`config.mk`:
```
export PLATFORM = sky130hd
export DESIGN_NAME = memory_budget_victim_select_core
export DESIGN_NICKNAME = d
export VERILOG_FILES = /design/src/rtl/core/mbvs_pkg.sv /design/src/rtl/core/mbvs_ram.sv /design/src/rtl/core/mbvs_store.sv /design/src/rtl/core/mbvs_scan.sv /design/src/rtl/core/memory_budget_victim_select_core.sv
export SDC_FILE = /design/constraint.sdc
export NUM_CORES = 2
export LEC_CHECK = 0
export BUFFER_PORTS_ARGS = -buffer_cell sky130_fd_sc_hd__buf_2
export CAP_MARGIN = 15
export CORE_UTILIZATION = 40
export CTS_BUF_LIST = sky130_fd_sc_hd__clkbuf_8 sky130_fd_sc_hd__clkbuf_16
export DETAILED_ROUTE_END_ITERATION = 7
export HOLD_SLACK_MARGIN = 0.02
export SLEW_MARGIN = 10
export SYNTH_ARGS = -nofsm -noshare
export SYNTH_HDL_FRONTEND = slang
export SYNTH_SLANG_ARGS = --single-unit
export TNS_END_PERCENT = 50
```
`constraint.sdc`:
```
create_clock -name clock -period 5 [get_ports clock]
set_input_delay 1 -clock clock [delete_from_list [all_inputs] [get_ports clock]]
set_output_delay 1 -clock clock [all_outputs]
set_load 0.01 [all_outputs]
```
`src/rtl/core/mbvs_pkg.sv`:
```
package mbvs_pkg;

   localparam int NUM_WORKERS_DEF = 16;
   localparam int AMOUNT_BITS_DEF = 40;
   localparam int BUDGET_BITS     = 40;
   localparam int WORKER_BITS     = 4;
   localparam int MASK_BITS       = 16;
   localparam int TOTAL_NOW_BITS  = 44;
   localparam int MAX_SLOTS       = 16;

   typedef enum logic [1:0] {
      FUNC_LOAD,
      FUNC_SAVE,
      FUNC_REPLY
   } func_type;

   typedef enum logic [1:0] {
      KIND_PROCEED,
      KIND_FREE,
      KIND_ERROR
   } kind_type;

   typedef enum logic [2:0] {
      ST_IDLE,
      ST_READ,
      ST_UPDATE,
      ST_DECIDE,
      ST_SCAN,
      ST_EMIT
   } state_type;

   typedef struct packed {
      logic                   done;
      logic                   found;
      logic [WORKER_BITS-1:0] victim;
   } scan_result_type;

endpackage

```
`src/rtl/core/mbvs_ram.sv`:
```
module mbvs_ram #(
   parameter int WIDTH = mbvs_pkg::AMOUNT_BITS_DEF,
   parameter int DEPTH = mbvs_pkg::NUM_WORKERS_DEF
) (
   input  logic                     clock,
   input  logic                     wr_en,
   input  logic [$clog2(DEPTH)-1:0] wr_addr,
   input  logic [WIDTH-1:0]         wr_data,
   input  logic                     rd_en,
   input  logic [$clog2(DEPTH)-1:0] rd_addr,
   output logic [WIDTH-1:0]         rd_data
);

   logic [WIDTH-1:0] mem [DEPTH];
   logic [WIDTH-1:0] rd_data_ff;

   always_ff @(posedge clock) begin
      if (wr_en) begin
         mem[wr_addr] <= wr_data;
      end
      if (rd_en) begin
         rd_data_ff <= mem[rd_addr];
      end
   end

   assign rd_data = rd_data_ff;

endmodule

```
`src/rtl/core/mbvs_store.sv`:
```
module mbvs_store #(
   parameter int SLOTS       = mbvs_pkg::MAX_SLOTS,
   parameter int AMOUNT_BITS = mbvs_pkg::AMOUNT_BITS_DEF
) (
   input  logic                     clock,
   input  logic                     reset,
   input  logic                     wr_en,
   input  logic [$clog2(SLOTS)-1:0] wr_addr,
   input  logic [AMOUNT_BITS-1:0]   wr_data,
   input  logic                     rd_en,
   input  logic [$clog2(SLOTS)-1:0] rd_addr,
   output logic [AMOUNT_BITS-1:0]   rd_data
);

   logic [SLOTS-1:0]       valid_ff;
   logic                   rd_valid_ff;
   logic [AMOUNT_BITS-1:0] ram_q;

   // entries never written since reset read as zero
   always_ff @(posedge clock) begin
      if (reset) begin
         valid_ff    <= '0;
         rd_valid_ff <= 1'b0;
      end else begin
         if (wr_en) begin
            valid_ff[wr_addr] <= 1'b1;
         end
         if (rd_en) begin
            rd_valid_ff <= valid_ff[rd_addr];
         end
      end
   end

   mbvs_ram #(
      .WIDTH (AMOUNT_BITS),
      .DEPTH (SLOTS)
   ) u_ram (
      .clock   (clock),
      .wr_en   (wr_en),
      .wr_addr (wr_addr),
      .wr_data (wr_data),
      .rd_en   (rd_en),
      .rd_addr (rd_addr),
      .rd_data (ram_q)
   );

   assign rd_data = rd_valid_ff ? ram_q : '0;

endmodule

```
`src/rtl/core/mbvs_scan.sv`:
```
module mbvs_scan #(
   parameter int SLOTS       = mbvs_pkg::MAX_SLOTS,
   parameter int AMOUNT_BITS = mbvs_pkg::AMOUNT_BITS_DEF
) (
   input  logic                         clock,
   input  logic                         reset,
   input  logic                         start,
   input  logic [SLOTS-1:0]             mask,
   output logic                         rd_en,
   output logic [$clog2(SLOTS)-1:0]     rd_addr,
   input  logic [AMOUNT_BITS-1:0]       rd_data,
   output mbvs_pkg::scan_result_type    result
);

   localparam int AW = $clog2(SLOTS);
   localparam int WB = mbvs_pkg::WORKER_BITS;
   localparam logic [AW-1:0] LAST = AW'(SLOTS - 1);

   logic                   busy_ff;
   logic [AW-1:0]          idx_ff;
   logic                   pend_ff;
   logic [AW-1:0]          pend_idx_ff;
   logic [AMOUNT_BITS-1:0] best_ff;
   logic                   found_ff;
   logic [AW-1:0]          victim_ff;
   logic                   done_ff;
   logic                   take;

   // strict compare keeps the lowest id on ties and skips zero residency
   assign take    = pend_ff && mask[pend_idx_ff] && (rd_data > best_ff);
   assign rd_en   = busy_ff;
   assign rd_addr = idx_ff;

   always_ff @(posedge clock) begin
      if (reset) begin
         busy_ff  <= 1'b0;
         pend_ff  <= 1'b0;
         done_ff  <= 1'b0;
         found_ff <= 1'b0;
      end else begin
         pend_ff <= busy_ff;
         done_ff <= pend_ff && (pend_idx_ff == LAST);
         if (start) begin
            busy_ff  <= 1'b1;
            found_ff <= 1'b0;
         end else if (busy_ff && idx_ff == LAST) begin
            busy_ff <= 1'b0;
         end
         if (take) begin
            found_ff <= 1'b1;
         end
      end
   end

   always_ff @(posedge clock) begin
      pend_idx_ff <= idx_ff;
      if (start) begin
         idx_ff  <= '0;
         best_ff <= '0;
      end else begin
         if (busy_ff) begin
            idx_ff <= idx_ff + AW'(1);
         end
         if (take) begin
            best_ff   <= rd_data;
            victim_ff <= pend_idx_ff;
         end
      end
   end

   assign result.done   = done_ff;
   assign result.found  = found_ff;
   assign result.victim = WB'(victim_ff);

endmodule

```
`src/rtl/core/memory_budget_victim_select_core.sv`:
```
// Memory budget victim selector. Keeps a resident-byte counter per worker in a
// small synchronous RAM plus a saturating total, checked against csr_wr_data's
// budget. Each req transaction yields exactly one rsp transaction: proceed,
// free-memory request to a victim, or error. An error or a zero reply goes
// straight to the output state; a save reads and updates its counter first;
// a load or nonzero reply also checks the budget, and if the total is left
// over budget runs the victim scan (over SLOTS = min(NUM_WORKERS,16) counters),
// which reads one counter per cycle through the RAM's single read port. One
// transaction is in work at a time; a new one is taken the cycle after the
// previous result moves into the output register, so a stalled output holds
// off the input.
module memory_budget_victim_select_core #(
   parameter int NUM_WORKERS = mbvs_pkg::NUM_WORKERS_DEF,
   parameter int AMOUNT_BITS = mbvs_pkg::AMOUNT_BITS_DEF
) (
   input  logic        clock,
   input  logic        reset,
   input  logic        csr_wr_en,
   input  logic [39:0] csr_wr_data,    // memory_budget
   input  logic        req_tvalid,
   output logic        req_tready,
   input  logic [63:0] req_tdata,      // worker[3:0], amount[43:4], eligible_mask[59:44]
   input  logic [1:0]  req_tuser,      // func
   output logic        rsp_tvalid,
   input  logic        rsp_tready,
   output logic [47:0] rsp_tdata,      // target[3:0], total_now[47:4]
   output logic [1:0]  rsp_tuser       // kind
);

   localparam int SLOTS = (NUM_WORKERS < mbvs_pkg::MAX_SLOTS) ? NUM_WORKERS
                                                              : mbvs_pkg::MAX_SLOTS;
   localparam int AW    = $clog2(SLOTS);
   localparam int AB    = AMOUNT_BITS;
   localparam int TB    = AMOUNT_BITS + 4;
   localparam int CB    = (TB > mbvs_pkg::BUDGET_BITS) ? TB : mbvs_pkg::BUDGET_BITS;
   localparam int WB    = mbvs_pkg::WORKER_BITS;
   localparam int OB    = mbvs_pkg::TOTAL_NOW_BITS;

   mbvs_pkg::state_type state_ff, state_in;

   logic [1:0]                       func_ff, func_in;
   logic [WB-1:0]                    worker_ff, worker_in;
   logic [AB-1:0]                    amt_ff, amt_in;
   logic [mbvs_pkg::MASK_BITS-1:0]   elig_ff, elig_in;
   logic [AW-1:0]                    addr_ff, addr_in;
   logic                             awaiting_ff, awaiting_in;
   logic [WB-1:0]                    requester_ff, requester_in;
   logic [WB-1:0]                    victim_ff, victim_in;
   logic [SLOTS-1:0]                 held_ff, held_in;
   logic [TB-1:0]                    total_ff, total_in;
   logic [mbvs_pkg::BUDGET_BITS-1:0] budget_ff;
   mbvs_pkg::kind_type               res_kind_ff, res_kind_in;
   logic [WB-1:0]                    res_target_ff, res_target_in;
   logic                             rsp_valid_ff;
   mbvs_pkg::kind_type               rsp_kind_ff;
   logic [WB-1:0]                    rsp_target_ff;
   logic [OB-1:0]                    rsp_total_ff;

   logic [1:0]                       req_func;
   logic [WB-1:0]                    req_worker;
   logic [AB-1:0]                    req_amt;
   logic [mbvs_pkg::MASK_BITS-1:0]   req_mask;
   logic                             worker_ok;
   logic                             load_out;

   logic                             ctl_rd_en;
   logic                             mem_wr_en;
   logic [AB-1:0]                    mem_wr_data;
   logic                             mem_rd_en;
   logic [AW-1:0]                    mem_rd_addr;
   logic [AB-1:0]                    mem_rd_data;

   logic                             scan_start;
   logic                             scan_rd_en;
   logic [AW-1:0]                    scan_rd_addr;
   mbvs_pkg::scan_result_type        scan_res;

   logic [AB:0]                      w_sum;
   logic [AB-1:0]                    w_add;
   logic [AB-1:0]                    w_sub;
   logic [TB-1:0]                    amt_t;
   logic [TB:0]                      t_sum;
   logic [TB-1:0]                    t_add;
   logic [TB-1:0]                    t_sub;
   logic                             over_budget;

   assign req_func   = req_tuser;
   assign req_worker = req_tdata[3:0];
   assign req_amt    = AB'(req_tdata[43:4]);
   assign req_mask   = req_tdata[59:44];
   assign worker_ok  = int'(req_worker) < NUM_WORKERS;

   // saturating counter arithmetic
   assign w_sum       = {1'b0, mem_rd_data} + {1'b0, amt_ff};
   assign w_add       = w_sum[AB] ? '1 : w_sum[AB-1:0];
   assign w_sub       = (amt_ff >= mem_rd_data) ? '0 : mem_rd_data - amt_ff;
   assign amt_t       = TB'(amt_ff);
   assign t_sum       = {1'b0, total_ff} + {1'b0, amt_t};
   assign t_add       = t_sum[TB] ? '1 : t_sum[TB-1:0];
   assign t_sub       = (amt_t >= total_ff) ? '0 : total_ff - amt_t;
   assign over_budget = CB'(total_ff) > CB'(budget_ff);

   assign mem_rd_en   = ctl_rd_en | scan_rd_en;
   assign mem_rd_addr = (state_ff == mbvs_pkg::ST_SCAN) ? scan_rd_addr : addr_ff;

   mbvs_store #(
      .SLOTS       (SLOTS),
      .AMOUNT_BITS (AB)
   ) u_store (
      .clock   (clock),
      .reset   (reset),
      .wr_en   (mem_wr_en),
      .wr_addr (addr_ff),
      .wr_data (mem_wr_data),
      .rd_en   (mem_rd_en),
      .rd_addr (mem_rd_addr),
      .rd_data (mem_rd_data)
   );

   mbvs_scan #(
      .SLOTS       (SLOTS),
      .AMOUNT_BITS (AB)
   ) u_scan (
      .clock   (clock),
      .reset   (reset),
      .start   (scan_start),
      .mask    (held_ff),
      .rd_en   (scan_rd_en),
      .rd_addr (scan_rd_addr),
      .rd_data (mem_rd_data),
      .result  (scan_res)
   );

   always_comb begin
      state_in      = state_ff;
      func_in       = func_ff;
      worker_in     = worker_ff;
      amt_in        = amt_ff;
      elig_in       = elig_ff;
      addr_in       = addr_ff;
      awaiting_in   = awaiting_ff;
      requester_in  = requester_ff;
      victim_in     = victim_ff;
      held_in       = held_ff;
      total_in      = total_ff;
      res_kind_in   = res_kind_ff;
      res_target_in = res_target_ff;
      req_tready    = 1'b0;
      ctl_rd_en     = 1'b0;
      mem_wr_en     = 1'b0;
      mem_wr_data   = w_sub;
      scan_start    = 1'b0;
      load_out      = 1'b0;

      unique case (state_ff)
         mbvs_pkg::ST_IDLE: begin
            req_tready = 1'b1;
            if (req_tvalid) begin
               func_in       = req_func;
               worker_in     = req_worker;
               amt_in        = req_amt;
               elig_in       = req_mask;
               res_kind_in   = mbvs_pkg::KIND_ERROR;
               res_target_in = '0;
               state_in      = mbvs_pkg::ST_EMIT;
               case (req_func) inside
                  mbvs_pkg::FUNC_REPLY: begin
                     if (awaiting_ff && req_amt == '0) begin
                        awaiting_in   = 1'b0;
                        res_kind_in   = mbvs_pkg::KIND_PROCEED;
                        res_target_in = requester_ff;
                     end else if (awaiting_ff) begin
                        addr_in  = AW'(victim_ff);
                        state_in = mbvs_pkg::ST_READ;
                     end
                  end
                  mbvs_pkg::FUNC_LOAD, mbvs_pkg::FUNC_SAVE: begin
                     if (!awaiting_ff && worker_ok) begin
                        addr_in  = AW'(req_worker);
                        state_in = mbvs_pkg::ST_READ;
                     end
                  end
                  default: begin
                  end
               endcase
            end
         end
         mbvs_pkg::ST_READ: begin
            ctl_rd_en = 1'b1;
            state_in  = mbvs_pkg::ST_UPDATE;
         end
         mbvs_pkg::ST_UPDATE: begin
            mem_wr_en = 1'b1;
            case (func_ff)
               mbvs_pkg::FUNC_LOAD: begin
                  mem_wr_data  = w_add;
                  total_in     = t_add;
                  requester_in = worker_ff;
                  held_in      = elig_ff[SLOTS-1:0] & ~(SLOTS'(1) << addr_ff);
                  state_in     = mbvs_pkg::ST_DECIDE;
               end
               mbvs_pkg::FUNC_SAVE: begin
                  total_in      = t_sub;
                  res_kind_in   = mbvs_pkg::KIND_PROCEED;
                  res_target_in = worker_ff;
                  state_in      = mbvs_pkg::ST_EMIT;
               end
               default: begin
                  total_in = t_sub;
                  state_in = mbvs_pkg::ST_DECIDE;
               end
            endcase
         end
         mbvs_pkg::ST_DECIDE: begin
            if (over_budget) begin
               scan_start = 1'b1;
               state_in   = mbvs_pkg::ST_SCAN;
            end else begin
               awaiting_in   = 1'b0;
               res_kind_in   = mbvs_pkg::KIND_PROCEED;
               res_target_in = requester_ff;
               state_in      = mbvs_pkg::ST_EMIT;
            end
         end
         mbvs_pkg::ST_SCAN: begin
            if (scan_res.done) begin
               state_in = mbvs_pkg::ST_EMIT;
               if (scan_res.found) begin
                  awaiting_in   = 1'b1;
                  victim_in     = scan_res.victim;
                  res_kind_in   = mbvs_pkg::KIND_FREE;
                  res_target_in = scan_res.victim;
               end else begin
                  awaiting_in   = 1'b0;
                  res_kind_in   = mbvs_pkg::KIND_PROCEED;
                  res_target_in = requester_ff;
               end
            end
         end
         mbvs_pkg::ST_EMIT: begin
            if (!rsp_valid_ff || rsp_tready) begin
               load_out = 1'b1;
               state_in = mbvs_pkg::ST_IDLE;
            end
         end
         default: begin
            state_in = mbvs_pkg::ST_IDLE;
         end
      endcase
   end

   always_ff @(posedge clock) begin
      if (reset) begin
         state_ff <= mbvs_pkg::ST_IDLE;
      end else begin
         state_ff <= state_in;
      end
   end

   always_ff @(posedge clock) begin
      if (reset) begin
         awaiting_ff  <= 1'b0;
         requester_ff <= '0;
         victim_ff    <= '0;
         held_ff      <= '0;
         total_ff     <= '0;
         budget_ff    <= '1;
         rsp_valid_ff <= 1'b0;
      end else begin
         awaiting_ff  <= awaiting_in;
         requester_ff <= requester_in;
         victim_ff    <= victim_in;
         held_ff      <= held_in;
         total_ff     <= total_in;
         if (csr_wr_en) begin
            budget_ff <= csr_wr_data;
         end
         if (load_out) begin
            rsp_valid_ff <= 1'b1;
         end else if (rsp_tready) begin
            rsp_valid_ff <= 1'b0;
         end
      end
   end

   always_ff @(posedge clock) begin
      func_ff       <= func_in;
      worker_ff     <= worker_in;
      amt_ff        <= amt_in;
      elig_ff       <= elig_in;
      addr_ff       <= addr_in;
      res_kind_ff   <= res_kind_in;
      res_target_ff <= res_target_in;
      if (load_out) begin
         rsp_kind_ff   <= res_kind_ff;
         rsp_target_ff <= res_target_ff;
         rsp_total_ff  <= OB'(total_ff);
      end
   end

   assign rsp_tvalid = rsp_valid_ff;
   assign rsp_tuser  = rsp_kind_ff;
   assign rsp_tdata  = {rsp_total_ff, rsp_target_ff};

   // scanner finishes only while the sequencer waits for it
   a_scan_done_in_scan: assert property (@(posedge clock) disable iff (reset)
      scan_res.done |-> state_ff == mbvs_pkg::ST_SCAN)
      else $error("scan done outside scan state");

   // a victim is never the worker whose load caused the overflow
   a_victim_not_requester: assert property (@(posedge clock) disable iff (reset)
      (state_ff == mbvs_pkg::ST_EMIT && res_kind_ff == mbvs_pkg::KIND_FREE)
      |-> res_target_ff != requester_ff)
      else $error("free request addressed to requester");

   // waiting for a reply starts only together with a free request
   a_await_with_free: assert property (@(posedge clock) disable iff (reset)
      $rose(awaiting_ff) |-> (state_ff == mbvs_pkg::ST_EMIT &&
                              res_kind_ff == mbvs_pkg::KIND_FREE))
      else $error("awaiting reply without free request");

   // a rejected transaction leaves the total untouched
   a_error_keeps_total: assert property (@(posedge clock) disable iff (reset)
      (state_ff == mbvs_pkg::ST_EMIT && res_kind_ff == mbvs_pkg::KIND_ERROR)
      |-> $stable(total_ff))
      else $error("error transaction changed total");

endmodule
```
# After elaboration in Yosys (flattened, before gate mapping)
# Memories as Yosys holds them, arrays and structs flattened. A register that Yosys moved wholly into a read port is not among the register bits.
# Index checks and enable logic that the tools add are counted.
[op_classes]
add_sub_neg = 5
n_mul = 0
div = 0
n_lt_le_gt_ge = 8
eq_ne = 20
shifts = 1
n_mux = 69
bitwise = 5
reduce_logical = 27
[ops]
columns = ["cell", "n"]
rows = [
  ["two-way mux 40 bit", 5],
  ["two-way mux 44 bit", 3],
  ["two-way mux 4 bit", 13],
  ["adder 44 x 40 -> 45 bit", 1],
  ["greater-or-equal comparator 40 x 44 -> 1 bit", 1],
  ["greater-than comparator 44 x 40 -> 1 bit", 1],
  ["subtractor 44 x 40 -> 44 bit", 1],
  ["adder 40 x 40 -> 41 bit", 1],
  ["greater-or-equal comparator 40 bit", 1],
  ["greater-than comparator 40 bit", 1],
  ["logical NOT 40 bit", 1],
  ["subtractor 40 bit", 1],
  ["two-way mux 3 bit", 9],
  ["two-way mux 1 bit", 26],
  ["case mux 3 bit (6 select lines)", 1],
  ["bitwise AND 16 bit", 1],
  ["inverter 16 bit", 1],
  ["OR 16 bit", 1],
  ["case mux 4 bit (4 select lines)", 1],
  ["left shift 1 x 4 -> 16 bit (first input constant)", 1],
  ["less-than comparator 4 x 5 -> 1 bit (second input constant)", 3],
  ["inequality test 2 bit (second input constant)", 7],
  ["two-way mux 2 bit", 6],
  ["AND reduction 6 bit", 2],
  ["27 further kinds", 46],
]
[word_totals]
regBits = 308
latchBits = 0
ram_bits = 640
romBits = 0
input_bits = 111
out_inout_bits = 52
elab_cells = 164
memories = 1
[memory_table]
columns = ["memory", "words", "width", "rd", "rd_ports_with_merged_regs", "wr", "line_no", "text"]
rows = [
  ["u_store.u_ram.mem", 16, 40, 1, 1, 1, "mbvs_ram.sv:14", "logic [WIDTH-1:0] mem [DEPTH];"],
]

# Logic depth before layout (Yosys ltp)
[logic_depth]
ltp_word = 6
depth_mapped = 23

# Cells and area by module
# A second synthesis with hierarchy kept.
[unflattened]
hier_cells = 3804
area_unflattened_um2 = 48934.4
[modules_own_cells]
columns = ["mod", "n_inst", "cells_per_inst", "area_per_inst_um2", "seq_area_each_um2"]
rows = [
  ["mbvs_ram", 1, 1040, 25532.0, 20419.6],
  ["memory_budget_victim_select_core", 1, 2306, 18958.2, 5925.7],
  ["mbvs_scan", 1, 335, 3443.3, 1161.1],
  ["mbvs_store", 1, 123, 1001.0, 340.3],
]

# Worst setup path before layout
# OpenSTA, ideal clock, no wires.
[synth_timing]
path_kind = "register to register"
startpoint = "register state_ff[2]"
endpoint = "memory u_store.u_ram.mem[3][0] in the netlist's numbering (enable)"
setup_ps = 541
arrival_ps = 4808
setup_slack_ps = -348
path_stages_with_launch = 6
path_buffers = 2
path_cell_list = "dfxtp_1 > clkbuf_1 > nor2b_1 > nand2b_1 > buf_2 > nor4_1"
[synth_via]
elab_chain_cells = 4
[synth_lines]
columns = ["element", "line_no", "text"]
rows = [
  ["from (decl)", "memory_budget_victim_select_core.sv:39", "mbvs_pkg::state_type state_ff, state_in;"],
  ["from (signal assigned)", "memory_budget_victim_select_core.sv:254", "state_ff <= mbvs_pkg::ST_IDLE;"],
  ["from (signal assigned)", "memory_budget_victim_select_core.sv:256", "state_ff <= state_in;"],
  ["equality test 3 x 2 -> 1 bit", "memory_budget_victim_select_core.sv:155", "unique case (state_ff)"],
  ["two-way mux 1 bit", "memory_budget_victim_select_core.sv:155", ""],
  ["two-way mux 1 bit", "mbvs_ram.sv:18", "if (wr_en) begin"],
  ["two-way mux 1 bit (implied by the code)", "mbvs_ram.sv:19", "mem[wr_addr] <= wr_data;"],
  ["to (decl)", "mbvs_ram.sv:14", ""],
]
# No other way between the ends.

# Final worst setup path
[layout_timing]
startpoint = "register u_store.rd_valid_ff"
endpoint = "memory u_store.u_ram.mem[11][39] in the netlist's numbering, data pin"
[layout_via]
elab_chain_cells = 5
[layout_lines]
columns = ["element", "line_no", "text"]
rows = [
  ["from (decl)", "mbvs_store.sv:16", "logic rd_valid_ff;"],
  ["from (signal assigned)", "mbvs_store.sv:29", "rd_valid_ff <= valid_ff[rd_addr];"],
  ["two-way mux 40 bit (*)", "mbvs_store.sv:47", "assign rd_data = rd_valid_ff ? ram_q : '0;"],
  ["via mem_rd_data[1]", "memory_budget_victim_select_core.sv:71", "logic [AB-1:0] mem_rd_data;"],
  ["subtractor 40 bit, or another cell as far along", "memory_budget_victim_select_core.sv:96", "assign w_sub = (amt_ff >= mem_rd_data) ? '0 : mem_rd_data - amt_ff;"],
  ["two-way mux 40 bit, on equally long branches", "memory_budget_victim_select_core.sv:96, memory_budget_victim_select_core.sv:95", ""],
  ["two-way mux 40 bit", "memory_budget_victim_select_core.sv:194", "case (func_ff)"],
  ["two-way mux 40 bit (*)", "memory_budget_victim_select_core.sv:155", ""],
  ["via mem_wr_data[39]", "memory_budget_victim_select_core.sv:68", "logic [AB-1:0] mem_wr_data;"],
]
# The timed path passes the listed nets; every way through them passes the cells marked *.

==> results.toml <==
[timing]
relSlewSlack = 0.272
finalWorstSetupSlack_ps = 329
hold_viol = 0
layout_min_cycle_time_ps = 4670
fin_worst_skew_ps = 51.6
drv_slew = 0
fmax_mhz = 214
rsz0062_at_grt = "no"
fin_crit_sh = 0.934
tightestPinTransition_ps = 1090
finalSetupViolations = 0

[yosys]
yosysTopAreaCell = "edfxtp_1"
synth_top_family_by_area = "compound AO/OA/AOI/OAI gates"
synthMuxAreaShare = 0.0873
synthesis.area_mm2 = 0.0498
synth-main-ff-cell = "edfxtp_1"
ys_async_sr_fraction = 0
ys_types = 110
synth_compound_area_frac = 0.142
syn_nets = 4456
synth-seq-cells = 988
yosysMostFrequentCell = "edfxtp_1"
seq_area_frac_synth = 0.559
synth.top_cells.by_area = "edfxtp_1 49%, mux4_2 7.6%, dfxtp_1 7.3%, ha_1 5.6%, a21oi_1 3.1%"
synth-simple-area-share = 0.103
synth-edff-count = 806
synthXorXnorAreaFrac = 0.0132
netlist_instances = 4117
yosys_warnings = 0
synthAdderAreaFrac = 0.0587
syn_area_per_cell_um2 = 12.1
synthTopCellsByCount = "806 x edfxtp_1, 332 x nand2_1, 310 x a21oi_1"
synth_top_cell_area_share = 0.486

[setup_path]
required_ps = 5450
crit_buf_inv = 3
critPathSlowestCell = "dfxtp_4"
crit_family = "compound AO/OA/AOI/OAI gates"
critical_path_class = "reg2reg"
crit_path_end_kind = "flop"
critPathLaunchType = "flop"
worst-path-max-fanout = 26
cp.arrival_ps = 5120
critical_path.max_stage_delay_ps = 520
cp_cell_sequence = "buf_4 > nand2_1 > inv_1 > ha_1 > nor2b_1 > o31ai_1 > and3_1 > or3_1 > a211oi_2 > o41ai_2 > nand2_1 > a41oi_2 > o31ai_1 > o221ai_1 > o31a_1 > buf_12"

[routing]
dr.pass1.iters = 5
drc = 0
vias_per_cell = 5.77
via_count = 35000
ant_nets = 0
drtIter0Drc = 3135
drt_wl_total_um = 143000
wl_per_cell_um = 23.7

[place]
post-place-cells = 5865
gp_congestion = 0.910
io_buffers = 158
hpwl_um = 97300
placed_area_mm2 = 0.0535
post-place-ws_ps = 141

[die]
fp.dieW_um = 355
initial_core_util = 0.403
die_y_um = 355
row_count = 129
io_pins = 163
die-area_mm2 = 0.126
coreArea_mm2 = 0.124

[power]
powerDensity_mw_per_mm2 = 367
ir_worst_vdd_mv = 0.287
p_total_mw = 21.0
p_leak_nw = 20.4

[global_route]
grt_pass1_wl_um = 214000
grt_max_degree = 101
grt_overflow_total = 0
antenna_found_initial = 1
grt_pass1_vias = 34300
grt_use_total = 0.224

[cts]
cts_resized = 0
clock-sinks = 988
cts_tree = "yes"
clk_pin_slew_ps = 60
cts_inserted_buffers = 101
holdBufCountCts = 0
root_buffer = "clkbuf_16"
cts_setup_buffers = 0
cts_max_path_buffers = 3
cts_max_level = 3
clock_latency_ps = 710

[final_layout]
fin_area_mm2 = 0.0572
final_cells = 6056
final_util = 0.462
fin_nets = 4670
drive_gt1_frac = 0.177
area_growth_pct = 14.8

[run_status]
status = "finished, final reports clean"

[run]
max_cap_viol_count = 0

[min_path]
worst_hold_path_type = "reg2reg"
registers in the layout, summed over array words and instances, names as in the netlist, 16 cells and up:
name / flops
u_store.u_ram.mem: 640
rsp_total_ff: 44
total_ff: 44
amt_ff: 40
budget_ff: 40
u_scan.best_ff: 40
u_store.u_ram.rd_data: 40
elig_ff: 16
held_ff: 16
u_store.valid_ff: 16
per-layer routing:
metal,GRT usage,vias up,part of all wire
li1,-,16200,-
met1,0.301,17400,0.43
met2,0.378,1190,0.48
met3,0.0244,211,0.058
met4,0.0772,0,0.031
met5,0,-,0
report_power, final:
part / total (mW) / internal, mW / switching, mW
clock: 8.05 / 4.74 / 3.32
sequential: 9.47 / 9.25 / 0.226
combinational: 3.43 / 1.27 / 2.16
cell usage in the layout, fill, tap and decap left out, types with 15 or more instances in the layout:
cell type,count
a31oi_1,80
nand2b_1,30
inv_1,221
o21bai_1,45
o311ai_0,17
clkinv_2,15
mux2i_1,47
nor2_1,246
mux4_2,168
and2_1,84
o21ai_1,43
or3_1,17
xnor2_1,64
a21o_1,54
a211oi_1,64
o22ai_1,20
nand3_1,63
a21oi_1,310
nand4_1,52
edfxtp_1,806
buf_2,158
o21a_1,27
o21ai_0,146
and3_1,15
dfxtp_1,181
nor2b_1,33
buf_12,15
nor3_1,62
o31ai_1,32
bufinv_16,17
nor4_1,40
nand2_1,331
o211ai_1,75
clkbuf_16,102
ha_1,224
buf_4,184
cell families after synthesis:
| family | count (synthesis) |
|---|---|
| muxes | 224 |
| DFF | 988 |
| and+or+nand+nor | 1062 |
| AOI/OAI and AO/OA | 1080 |
| xor gates and xnor gates | 75 |
| buffers and inverters | 456 |
| adders and majority gates | 232 |
area by class of cell:
type / count / area (um^2)
Fill cell: 11200 / 66500
Multi-Input combinational cell: 2673 / 20400
Tap cell: 1637 / 2050
Antenna cell: 2 / 5.00
Inverter: 210 / 788
Clock inverter: 80 / 958
Sequential cell: 988 / 27900
Timing Repair Buffer: 357 / 2470
Clock buffer: 109 / 2650
stage by stage:
step	hold slack (ps)	TNS, ps
after floorplan	378	-44720
after global placement	403	0
after detailed placement	407	0
after CTS	411	0
after global routing	435	0
final	419	0
path summary, 6_finish.rpt:
path	startpoint	end	slack, ps	depth (start not counted)
setup / recovery	u_store.rd_valid_ff	u_store.u_ram.mem[11][39]	330	16
hold / removal	res_target_ff[0]	rsp_target_ff[0]	420	0
setup reg to reg	u_store.rd_valid_ff	u_store.u_ram.mem[11][39]	330	16
hold reg to reg	res_target_ff[0]	rsp_target_ff[0]	420	0
(Power assumes the default switching activity.)
